==> config.mk <==
export PLATFORM = sky130hd
export DESIGN_NAME = downmix_linear_resampler
export DESIGN_NICKNAME = d
export VERILOG_FILES = /design/src/hdl/dlr_pkg.sv /design/src/hdl/downmix_linear_resampler.sv
export VERILOG_INCLUDE_DIRS = /design/src /design/src/hdl
export SDC_FILE = /design/constraint.sdc
export NUM_CORES = 1
export LEC_CHECK = 0
export ABC_CLOCK_PERIOD_IN_PS = 9900
export BUFFER_PORTS_ARGS = -buffer_cell sky130_fd_sc_hd__buf_2
export CAP_MARGIN = 10
export CORE_UTILIZATION = 25
export DETAILED_ROUTE_END_ITERATION = 12
export PLACE_DENSITY_LB_ADDON = 0.08
export SYNTH_ARGS = -nofsm -noshare
export SYNTH_HDL_FRONTEND = slang
export SYNTH_SLANG_ARGS = --single-unit
==> constraint.sdc <==
create_clock -name clk -period 9.9 [get_ports clk]
set_clock_uncertainty 0.1 [all_clocks]
set_input_delay 1.485 -clock clk [delete_from_list [all_inputs] [get_ports clk]]
set_output_delay 1.485 -clock clk [all_outputs]
set_load 0.02 [all_outputs]
==> src/hdl/downmix_linear_resampler_assert.svh <==
// Assertion helpers. Each expects clk and rst_n in the scope where it is used.
`ifndef DOWNMIX_LINEAR_RESAMPLER_ASSERT_SVH
`define DOWNMIX_LINEAR_RESAMPLER_ASSERT_SVH

`define DLR_ASSERT_NOW(lbl, ante, cons, msg) \
  lbl: assert property (@(posedge clk) disable iff (!rst_n) (ante) |-> (cons)) else $error(msg);

`define DLR_ASSERT_NEXT(lbl, ante, cons, msg) \
  lbl: assert property (@(posedge clk) disable iff (!rst_n) (ante) |=> (cons)) else $error(msg);

`endif

==> src/hdl/dlr_pkg.sv <==
package dlr_pkg;

  localparam int PHASE_FRAC_BITS = 16;
  localparam int MAX_RUN         = 8;

  localparam int CHAN_W     = 32;
  localparam int PCM_W      = 16;
  localparam int SAMPLE_W   = 18;
  localparam int DIFF_W     = SAMPLE_W + 1;
  localparam int STEP_W     = 21;
  localparam int PHASE_W    =
    ((PHASE_FRAC_BITS + 1 > STEP_W) ? PHASE_FRAC_BITS + 1 : STEP_W) + 1;
  localparam int DIGIT_W    = 4;
  localparam int NUM_DIGITS = (PHASE_FRAC_BITS + DIGIT_W - 1) / DIGIT_W;
  localparam int DCNT_W     = (NUM_DIGITS > 1) ? $clog2(NUM_DIGITS) : 1;
  localparam int PROD_W     = DIFF_W + PHASE_FRAC_BITS;
  localparam int V_W        = PROD_W + 1;
  localparam int SCALE_SH   = 15;
  localparam int W_W        = V_W + SCALE_SH;
  localparam int DIV_SH     = 15 + PHASE_FRAC_BITS;
  localparam int S_W        = W_W - DIV_SH;
  localparam int RUN_W      = $clog2(MAX_RUN + 1);

  localparam int CFG_IDX_W  = 2;
  localparam int CFG_DATA_W = 21;

  localparam logic [CFG_IDX_W-1:0] REG_PHASE_STEP   = 2'd0;
  localparam logic [CFG_IDX_W-1:0] REG_SAMPLE_FMT   = 2'd1;
  localparam logic [CFG_IDX_W-1:0] REG_STEREO_INPUT = 2'd2;

  localparam logic [1:0] FMT_INT16   = 2'd0;
  localparam logic [1:0] FMT_FLOAT32 = 2'd1;

  localparam logic [STEP_W-1:0] PHASE_STEP_RST = 21'd196608;
  localparam logic [1:0]        SAMPLE_FMT_RST = FMT_INT16;
  localparam logic              STEREO_RST     = 1'b1;

  typedef logic signed [SAMPLE_W-1:0] sample_t;
  typedef logic [2:0]                 state_t;

  localparam sample_t Q15_MAX = {1'b0, {(SAMPLE_W-1){1'b1}}};
  localparam sample_t Q15_MIN = {1'b1, {(SAMPLE_W-1){1'b0}}};

  localparam logic [PCM_W-1:0] PCM_MAX = {1'b0, {(PCM_W-1){1'b1}}};
  localparam logic [PCM_W-1:0] PCM_MIN = {1'b1, {(PCM_W-1){1'b0}}};

endpackage

==> src/hdl/downmix_linear_resampler.sv <==
// Channel  Direction  Width                 Contents
// in_      slave      tdata 64, tuser 1     two raw channel words, silent flag
// out_     master     tdata 16, tlast 1     resampled mono sample, last of run
// cfg_     slave      index 2, data 21      phase_step, sample_format, stereo_input
//
// A frame is decoded when it is accepted and, in stereo mode, its two channels
// are averaged in DEC2; each output sample then passes through the loop check,
// the 4-bit digit-serial multiplier that forms (cur - prev) * phase, and the
// add, scale and output steps, and a last loop check closes the run.
// A silent frame is accepted and produces nothing.
// Reset is synchronous and active low; it restores the configuration registers and clears
// the previous sample and the phase. A stalled output holds only the output
// step; a new frame is accepted as soon as the previous run is complete.
`include "downmix_linear_resampler_assert.svh"

module downmix_linear_resampler (
  input  logic        clk,
  input  logic        rst_n,
  input  logic        in_tvalid,
  output logic        in_tready,
  input  logic [63:0] in_tdata,   // [31:0] first_channel, [63:32] second_channel
  input  logic        in_tuser,   // [0] silent_frame
  output logic        out_tvalid,
  input  logic        out_tready,
  output logic [15:0] out_tdata,  // [15:0] pcm_sample
  output logic        out_tlast,
  input  logic        cfg_valid,
  output logic        cfg_ready,
  input  logic [1:0]  cfg_index,
  input  logic [20:0] cfg_data
);

  localparam int PF      = dlr_pkg::PHASE_FRAC_BITS;
  localparam int PH_W    = dlr_pkg::PHASE_W;
  localparam int SMP_W   = dlr_pkg::SAMPLE_W;
  localparam int DF_W    = dlr_pkg::DIFF_W;
  localparam int DG_W    = dlr_pkg::DIGIT_W;
  localparam int SH_W    = dlr_pkg::NUM_DIGITS * dlr_pkg::DIGIT_W;
  localparam int VW      = dlr_pkg::V_W;
  localparam int WW      = dlr_pkg::W_W;
  localparam int SW      = dlr_pkg::S_W;
  localparam int PW      = dlr_pkg::PCM_W;
  localparam int RW      = dlr_pkg::RUN_W;
  localparam int DCW     = dlr_pkg::DCNT_W;

  localparam dlr_pkg::state_t ST_IDLE  = 3'd0;
  localparam dlr_pkg::state_t ST_DEC2  = 3'd1;
  localparam dlr_pkg::state_t ST_LOOP  = 3'd2;
  localparam dlr_pkg::state_t ST_MUL   = 3'd3;
  localparam dlr_pkg::state_t ST_VSUM  = 3'd4;
  localparam dlr_pkg::state_t ST_SCALE = 3'd5;
  localparam dlr_pkg::state_t ST_EMIT  = 3'd6;

  localparam logic [PH_W-1:0] PHASE_ONE = PH_W'(1) << PF;

  function automatic dlr_pkg::sample_t decode_word(input logic [31:0] w,
                                                   input logic [1:0]  fmt);
    logic [7:0]       ex;
    logic [23:0]      man;
    logic [7:0]       sh;
    logic [23:0]      mag;
    dlr_pkg::sample_t res;
    ex  = w[30:23];
    man = {1'b1, w[22:0]};
    sh  = 8'd135 - ex;
    mag = man >> sh[4:0];
    res = '0;
    case (fmt)
      dlr_pkg::FMT_INT16: begin
        res = {{(SMP_W-16){w[15]}}, w[15:0]};
      end
      dlr_pkg::FMT_FLOAT32: begin
        if (ex == 8'hff) begin
          if (w[22:0] != 23'd0) begin
            res = '0;
          end else begin
            res = w[31] ? dlr_pkg::Q15_MIN : dlr_pkg::Q15_MAX;
          end
        end else if (ex >= 8'd135) begin
          res = w[31] ? dlr_pkg::Q15_MIN : dlr_pkg::Q15_MAX;
        end else if (ex < 8'd112) begin
          res = '0;
        end else if (w[31]) begin
          if (mag >= 24'd131072) begin
            res = dlr_pkg::Q15_MIN;
          end else begin
            res = dlr_pkg::sample_t'(0) - dlr_pkg::sample_t'({1'b0, mag[16:0]});
          end
        end else begin
          if (mag >= 24'd131071) begin
            res = dlr_pkg::Q15_MAX;
          end else begin
            res = {1'b0, mag[16:0]};
          end
        end
      end
      default: begin
        res = '0;
      end
    endcase
    return res;
  endfunction

  dlr_pkg::state_t                state_r, state_nxt;
  logic [dlr_pkg::STEP_W-1:0]     phase_step_r, phase_step_nxt;
  logic [1:0]                     fmt_r, fmt_nxt;
  logic                           stereo_r, stereo_nxt;
  dlr_pkg::sample_t               prev_r, prev_nxt;
  logic [PH_W-1:0]                phase_r, phase_nxt;
  dlr_pkg::sample_t               cur_r, cur_nxt;
  logic [dlr_pkg::CHAN_W-1:0]     ch2_r, ch2_nxt;
  logic [RW-1:0]                  run_r, run_nxt;
  logic [DCW-1:0]                 dcnt_r, dcnt_nxt;
  logic signed [DF_W-1:0]         diff_r, diff_nxt;
  logic [SH_W-1:0]                phsh_r, phsh_nxt;
  logic signed [VW-1:0]           acc_r, acc_nxt;
  logic signed [WW-1:0]           w_r, w_nxt;
  logic                           out_valid_r, out_valid_nxt;
  logic [PW-1:0]                  out_data_r, out_data_nxt;
  logic                           out_last_r, out_last_nxt;

  logic [31:0]                    dec_word;
  dlr_pkg::sample_t               dec_val;
  logic signed [SMP_W:0]          sum;
  logic                           phase_lt_one;
  logic                           out_free;
  logic signed [DF_W+DG_W:0]      prod;
  logic signed [VW-1:0]           prev_ext;
  logic signed [WW-1:0]           acc_ext;
  logic [PH_W-1:0]                step_sum;
  logic signed [SW-1:0]           s_hi;
  logic signed [SW-1:0]           s_val;
  logic                           round_up;
  logic                           sat_hi;
  logic                           sat_lo;
  logic [PW-1:0]                  pcm;

  assign in_tready  = (state_r == ST_IDLE);
  assign cfg_ready  = 1'b1;
  assign out_tvalid = out_valid_r;
  assign out_tdata  = out_data_r;
  assign out_tlast  = out_last_r;

  assign dec_word     = (state_r == ST_IDLE) ? in_tdata[31:0] : ch2_r;
  assign dec_val      = decode_word(dec_word, fmt_r);
  assign sum          = {dec_val[SMP_W-1], dec_val} + {cur_r[SMP_W-1], cur_r};
  assign phase_lt_one = (phase_r[PH_W-1:PF] == '0);
  assign out_free     = !out_valid_r || out_tready;
  assign prod         = diff_r * $signed({1'b0, phsh_r[SH_W-1 -: DG_W]});
  assign prev_ext     = VW'(prev_r);
  assign acc_ext      = WW'(acc_r);
  assign step_sum     = phase_r + PH_W'(phase_step_r);

  assign s_hi     = w_r[WW-1:dlr_pkg::DIV_SH];
  assign round_up = w_r[WW-1] && (w_r[dlr_pkg::DIV_SH-1:0] != '0);
  assign s_val    = s_hi + $signed({{(SW-1){1'b0}}, round_up});
  assign sat_hi   = !s_val[SW-1] && (s_val[SW-2:PW-1] != '0);
  assign sat_lo   = s_val[SW-1] && (s_val[SW-2:PW-1] != '1);
  assign pcm      = sat_hi ? dlr_pkg::PCM_MAX : (sat_lo ? dlr_pkg::PCM_MIN : s_val[PW-1:0]);

  always_comb begin
    state_nxt      = state_r;
    phase_step_nxt = phase_step_r;
    fmt_nxt        = fmt_r;
    stereo_nxt     = stereo_r;
    prev_nxt       = prev_r;
    phase_nxt      = phase_r;
    cur_nxt        = cur_r;
    ch2_nxt        = ch2_r;
    run_nxt        = run_r;
    dcnt_nxt       = dcnt_r;
    diff_nxt       = diff_r;
    phsh_nxt       = phsh_r;
    acc_nxt        = acc_r;
    w_nxt          = w_r;
    out_valid_nxt  = out_valid_r;
    out_data_nxt   = out_data_r;
    out_last_nxt   = out_last_r;

    if (cfg_valid) begin
      case (cfg_index)
        dlr_pkg::REG_PHASE_STEP:   phase_step_nxt = cfg_data;
        dlr_pkg::REG_SAMPLE_FMT:   fmt_nxt        = cfg_data[1:0];
        dlr_pkg::REG_STEREO_INPUT: stereo_nxt     = cfg_data[0];
        default: ;
      endcase
    end

    if (out_valid_r && out_tready) begin
      out_valid_nxt = 1'b0;
    end

    case (state_r)
      ST_IDLE: begin
        if (in_tvalid && !in_tuser) begin
          cur_nxt   = dec_val;
          ch2_nxt   = in_tdata[63:32];
          state_nxt = stereo_r ? ST_DEC2 : ST_LOOP;
        end
      end
      ST_DEC2: begin
        cur_nxt   = sum[SMP_W:1];
        state_nxt = ST_LOOP;
      end
      ST_LOOP: begin
        if (phase_lt_one && (run_r != RW'(dlr_pkg::MAX_RUN))) begin
          diff_nxt  = {cur_r[SMP_W-1], cur_r} - {prev_r[SMP_W-1], prev_r};
          phsh_nxt  = SH_W'(phase_r[PF-1:0]);
          acc_nxt   = '0;
          dcnt_nxt  = DCW'(dlr_pkg::NUM_DIGITS - 1);
          state_nxt = ST_MUL;
        end else begin
          phase_nxt = phase_lt_one ? '0 : (phase_r - PHASE_ONE);
          prev_nxt  = cur_r;
          run_nxt   = '0;
          state_nxt = ST_IDLE;
        end
      end
      ST_MUL: begin
        acc_nxt  = (acc_r <<< DG_W) + VW'(prod);
        phsh_nxt = phsh_r << DG_W;
        dcnt_nxt = dcnt_r - DCW'(1);
        if (dcnt_r == '0) begin
          state_nxt = ST_VSUM;
        end
      end
      ST_VSUM: begin
        acc_nxt   = acc_r + (prev_ext <<< PF);
        state_nxt = ST_SCALE;
      end
      ST_SCALE: begin
        w_nxt     = (acc_ext <<< dlr_pkg::SCALE_SH) - acc_ext;
        state_nxt = ST_EMIT;
      end
      ST_EMIT: begin
        if (out_free) begin
          out_valid_nxt = 1'b1;
          out_data_nxt  = pcm;
          out_last_nxt  = (step_sum[PH_W-1:PF] != '0)
                          || (run_r == RW'(dlr_pkg::MAX_RUN - 1));
          phase_nxt     = step_sum;
          run_nxt       = run_r + RW'(1);
          state_nxt     = ST_LOOP;
        end
      end
      default: begin
        state_nxt = ST_IDLE;
      end
    endcase
  end

  always_ff @(posedge clk) begin
    if (!rst_n) begin
      state_r      <= ST_IDLE;
      phase_step_r <= dlr_pkg::PHASE_STEP_RST;
      fmt_r        <= dlr_pkg::SAMPLE_FMT_RST;
      stereo_r     <= dlr_pkg::STEREO_RST;
      prev_r       <= '0;
      phase_r      <= '0;
      run_r        <= '0;
      dcnt_r       <= '0;
      out_valid_r  <= 1'b0;
    end else begin
      state_r      <= state_nxt;
      phase_step_r <= phase_step_nxt;
      fmt_r        <= fmt_nxt;
      stereo_r     <= stereo_nxt;
      prev_r       <= prev_nxt;
      phase_r      <= phase_nxt;
      run_r        <= run_nxt;
      dcnt_r       <= dcnt_nxt;
      out_valid_r  <= out_valid_nxt;
    end
  end

  always_ff @(posedge clk) begin
    cur_r      <= cur_nxt;
    ch2_r      <= ch2_nxt;
    diff_r     <= diff_nxt;
    phsh_r     <= phsh_nxt;
    acc_r      <= acc_nxt;
    w_r        <= w_nxt;
    out_data_r <= out_data_nxt;
    out_last_r <= out_last_nxt;
  end

  `DLR_ASSERT_NEXT(a_silent_stays_idle, in_tvalid && in_tready && in_tuser, state_r == ST_IDLE, "silent frame left idle")
  `DLR_ASSERT_NOW(a_mul_phase_below_one, state_r == ST_MUL, phase_r[PH_W-1:PF] == '0, "multiply with phase at or above one")
  `DLR_ASSERT_NEXT(a_run_cap_marks_last, (state_r == ST_EMIT) && out_free && (run_r == RW'(dlr_pkg::MAX_RUN - 1)), out_tvalid && out_tlast, "capped run without last flag")
  `DLR_ASSERT_NOW(a_idle_run_cleared, in_tready, run_r == '0, "run count not cleared when idle")

endmodule
==> impl_metrics.py <==
metrics = {
    "outcome": {
        "status": "finished clean",
    },
    "critical_path": {
        "max_stage_delay_ns": 0.81,
        "r2r_setup_slack_ns": 2.07,
        "path_common_cell": "o21ai_0",
        "cp_cell_sequence": "or3_2, inv_4, and3_1, a31oi_1, or3_1, o21ai_0, a21oi_1, inv_1, o22ai_1, ha_1, nor2b_1, o21ai_0, a21boi_0, o21ai_0, a21boi_0, o21ai_0, a21boi_0, o21ai_0, a21oi_1, a211o_1, a21o_1, a2111o_1, a31oi_1",
        "critPathArrivalTime_ns": 8.16,
        "path_max_fanout": 47,
        "timing_worst_setup_path_type": "flip-flop to flip-flop",
        "endpoint_kind": "flip-flop",
        "cpMaxStageDelayCell": "dfxtp_1",
        "required_ns": 10.23,
        "reg2reg_depth": 23,
        "startpoint_type": "flip-flop",
    },
    "clock_network": {
        "numCtsBuffers": 37,
        "ctsResizeCount": 0,
        "clockRootBuffer": "clkbuf_16",
        "cts_buffer_depth": 3,
        "clk_pin_slew_ns": 0.06,
        "clkLatencyLatePin_ns": 0.58,
        "tritoncts": "yes",
        "cts_max_level": 2,
        "clock_sink_count": 263,
        "post-cts-setup-buffer-count": 0,
        "postCtsHoldBufs": 0,
    },
    "timing": {
        "worstMarginPinSlew_ns": 1.270,
        "rsz0062_at_grt": "no",
        "period_share": 0.7910,
        "relSlewSlack": 0.1532,
        "maxSlewViolCount": 0,
        "finalSetupTns_ns": 0,
        "max_clock_freq_mhz": 127.7,
        "period_minus_slack_ns": 7.831,
        "hold_violations": 0,
        "setup_viol": 0,
    },
    "final_layout": {
        "diodes": 0,
        "final_area_um2": 26050,
        "final_cells": 3784,
        "final_net_count": 2938,
        "utilization": 0.2846,
        "drive_gt1_frac": 0.1039,
        "area_growth_pct": 13.00,
    },
    "floorplan": {
        "die_x_um": 305.7,
        "rows": 111,
        "core_area_um2": 91520,
        "start_util": 0.2519,
        "die_h_um": 305.7,
        "design.die.area_um2": 93430,
        "io_pins": 113,
    },
    "global_routing": {
        "grt_pass1_vias": 19240,
        "grt_pass1_wl_um": 117300,
        "gr-usage-all-layers": 0.1620,
        "antenna_found_initial": 0,
        "grt_overflow_total": 0,
        "grt_max_degree": 74,
    },
    "power": {
        "p_leak_nw": 10.33,
        "p_per_area_nw_per_um2": 171.7,
        "vdd_drop_max_mv": 0.1169,
        "p_total_mw": 4.472,
    },
    "placement": {
        "numPortBuffers": 111,
        "detailed_place_hpwl_um": 60840,
        "dpl_cell_area_um2": 24810,
        "routabilityCongestion": 0.8612,
        "placedCellCount": 3715,
    },
    "logic_synthesis": {
        "synth_top_flop_cell": "edfxtp_1",
        "synth-seq-area-share": 0.3104,
        "synth_top_cell_area_share": 0.2462,
        "synth_async_sr_flop_share": 0,
        "synth_common_cells": "nand2_1 (262), ha_1 (190), edfxtp_1 (189), nor2_1 (159), o21ai_0 (139)",
        "syn_nets": 2855,
        "synth_edf_count": 189,
        "synthCells": 2486,
        "synth_cell_types": 112,
        "synth-seq-cells": 263,
        "synth.most_common_cell": "nand2_1",
        "yosysTopAreaCell": "edfxtp_1",
        "synth_area_um2": 23050,
        "ys_top_cells_by_area": "edfxtp_1 (25%), ha_1 (10%), fa_1 (7.5%), dfxtp_1 (6.4%), nand2_1 (4.3%)",
        "yosysWarnings": 0,
        "synth_area_per_cell_um2": 9.273,
    },
    "route": {
        "final_antenna_net_count": 0,
        "routedWlPerCell_um": 20.01,
        "via_per_inst": 4.944,
        "vias": 18710,
        "dr.first_iter.drc_count": 994,
        "route.detailed.drc": 0,
        "routed_wl_um": 75720,
        "first_pass_iters": 7,
    },
    "min_path": {
        "hold_depth": 2,
        "hold_class": "flip-flop to flip-flop",
    },
    "run": {
        "drv_cap": 0,
    },
}
==> sequential cells by signal (all words and copies together), names as in the netlist, 3 cells and up <==
signal and count:
out_tdata 16, state_r 3, ch2_r 32, phase_r 22, diff_r 19, run_r 4
phsh_r 16, phase_step_r 21, w_r 51, acc_r 36, cur_r 18, prev_r 18
==> layout make-up <==
| cell class | count | area (um^2) |
|---|---|---|
| fillers | 9633 | 65470 |
| multi-input cells | 1999 | 14950 |
| flip-flops and latches | 263 | 7157 |
| well taps | 1186 | 1484 |
| clock buffers | 53 | 1057 |
| repair buffers | 132 | 716.9 |
| inverters | 136 | 513.0 |
| clock inverters | 15 | 172.7 |
==> kinds of logic (layout without fill, tap and decap cells) <==
family,count (synthesis),in the layout,share of synthesized area
AND/OR/NAND/NOR,857,857,0.1891
multiplexers,76,76,0.03376
adder cells (fa/ha/maj),276,276,0.1778
buffers and inverters,224,336,0.04277
AO/OA/AOI/OAI,639,639,0.1890
flip-flops,263,263,0.3104
other,1,1,0.0001627
XOR/XNOR,150,150,0.05699
==> metrics by stage <==
stage	hold slack, ns	setup slack (ns)
after floorplan	0.3472	3.025
after global placement	0.3647	1.549
after detailed placement	0.3690	1.614
after CTS	0.3766	2.083
after global routing	0.4033	1.474
final	0.3769	2.069
==> worst max-delay path, delay by kind of cell (launching register included) <==
kind	cells	cell delay, ns
compound gates	16	4.45
fa+ha+maj	1	0.32
buf+inv	2	0.53
flops	1	0.81
simple gates	4	1.40
==> cell usage in the layout (no fill, tap or decap), types with 22 or more instances in the layout <==
| cell type | instances |
|---|---|
| a21o_1 | 45 |
| nand3_1 | 86 |
| buf_2 | 111 |
| a21boi_0 | 55 |
| nor4_1 | 24 |
| nor2_1 | 157 |
| xnor2_1 | 95 |
| a21oi_1 | 128 |
| inv_1 | 133 |
| a211oi_1 | 22 |
| ha_1 | 190 |
| clkbuf_16 | 38 |
| nor3_1 | 43 |
| nand2b_1 | 40 |
| o22ai_1 | 24 |
| o21ai_0 | 138 |
| dfxtp_1 | 74 |
| fa_1 | 86 |
| edfxtp_1 | 189 |
| xor2_1 | 55 |
| nand2_1 | 262 |
| and2_1 | 86 |
| nor2b_1 | 35 |
| mux2i_1 | 62 |
==> routing by layer <==
metal  track usage  share of wire  up-vias
met4       0.05352          0.031        0
li1              -              -     9210
met2        0.2870           0.49      331
met3       0.01796          0.028       97
met5             0              0        -
met1        0.2031           0.45     9071
==> worst paths after layout <==
path | startpoint | to
min reg2reg | phase_step_r[6] | phase_step_r[6]
min | phase_step_r[6] | phase_step_r[6]
max reg2reg | state_r[2] | cur_r[17]
max | state_r[2] | cur_r[17]
==> where the power goes <==
| group | switching [mW] | internal, mW |
|---|---|---|
| Clock | 0.546 | 0.803 |
| Combinational | 1.09 | 0.723 |
| Sequential | 0.0625 | 1.25 |
| Total | 1.70 | 2.77 |
Note: power is estimated with default switching activity, not from simulation.
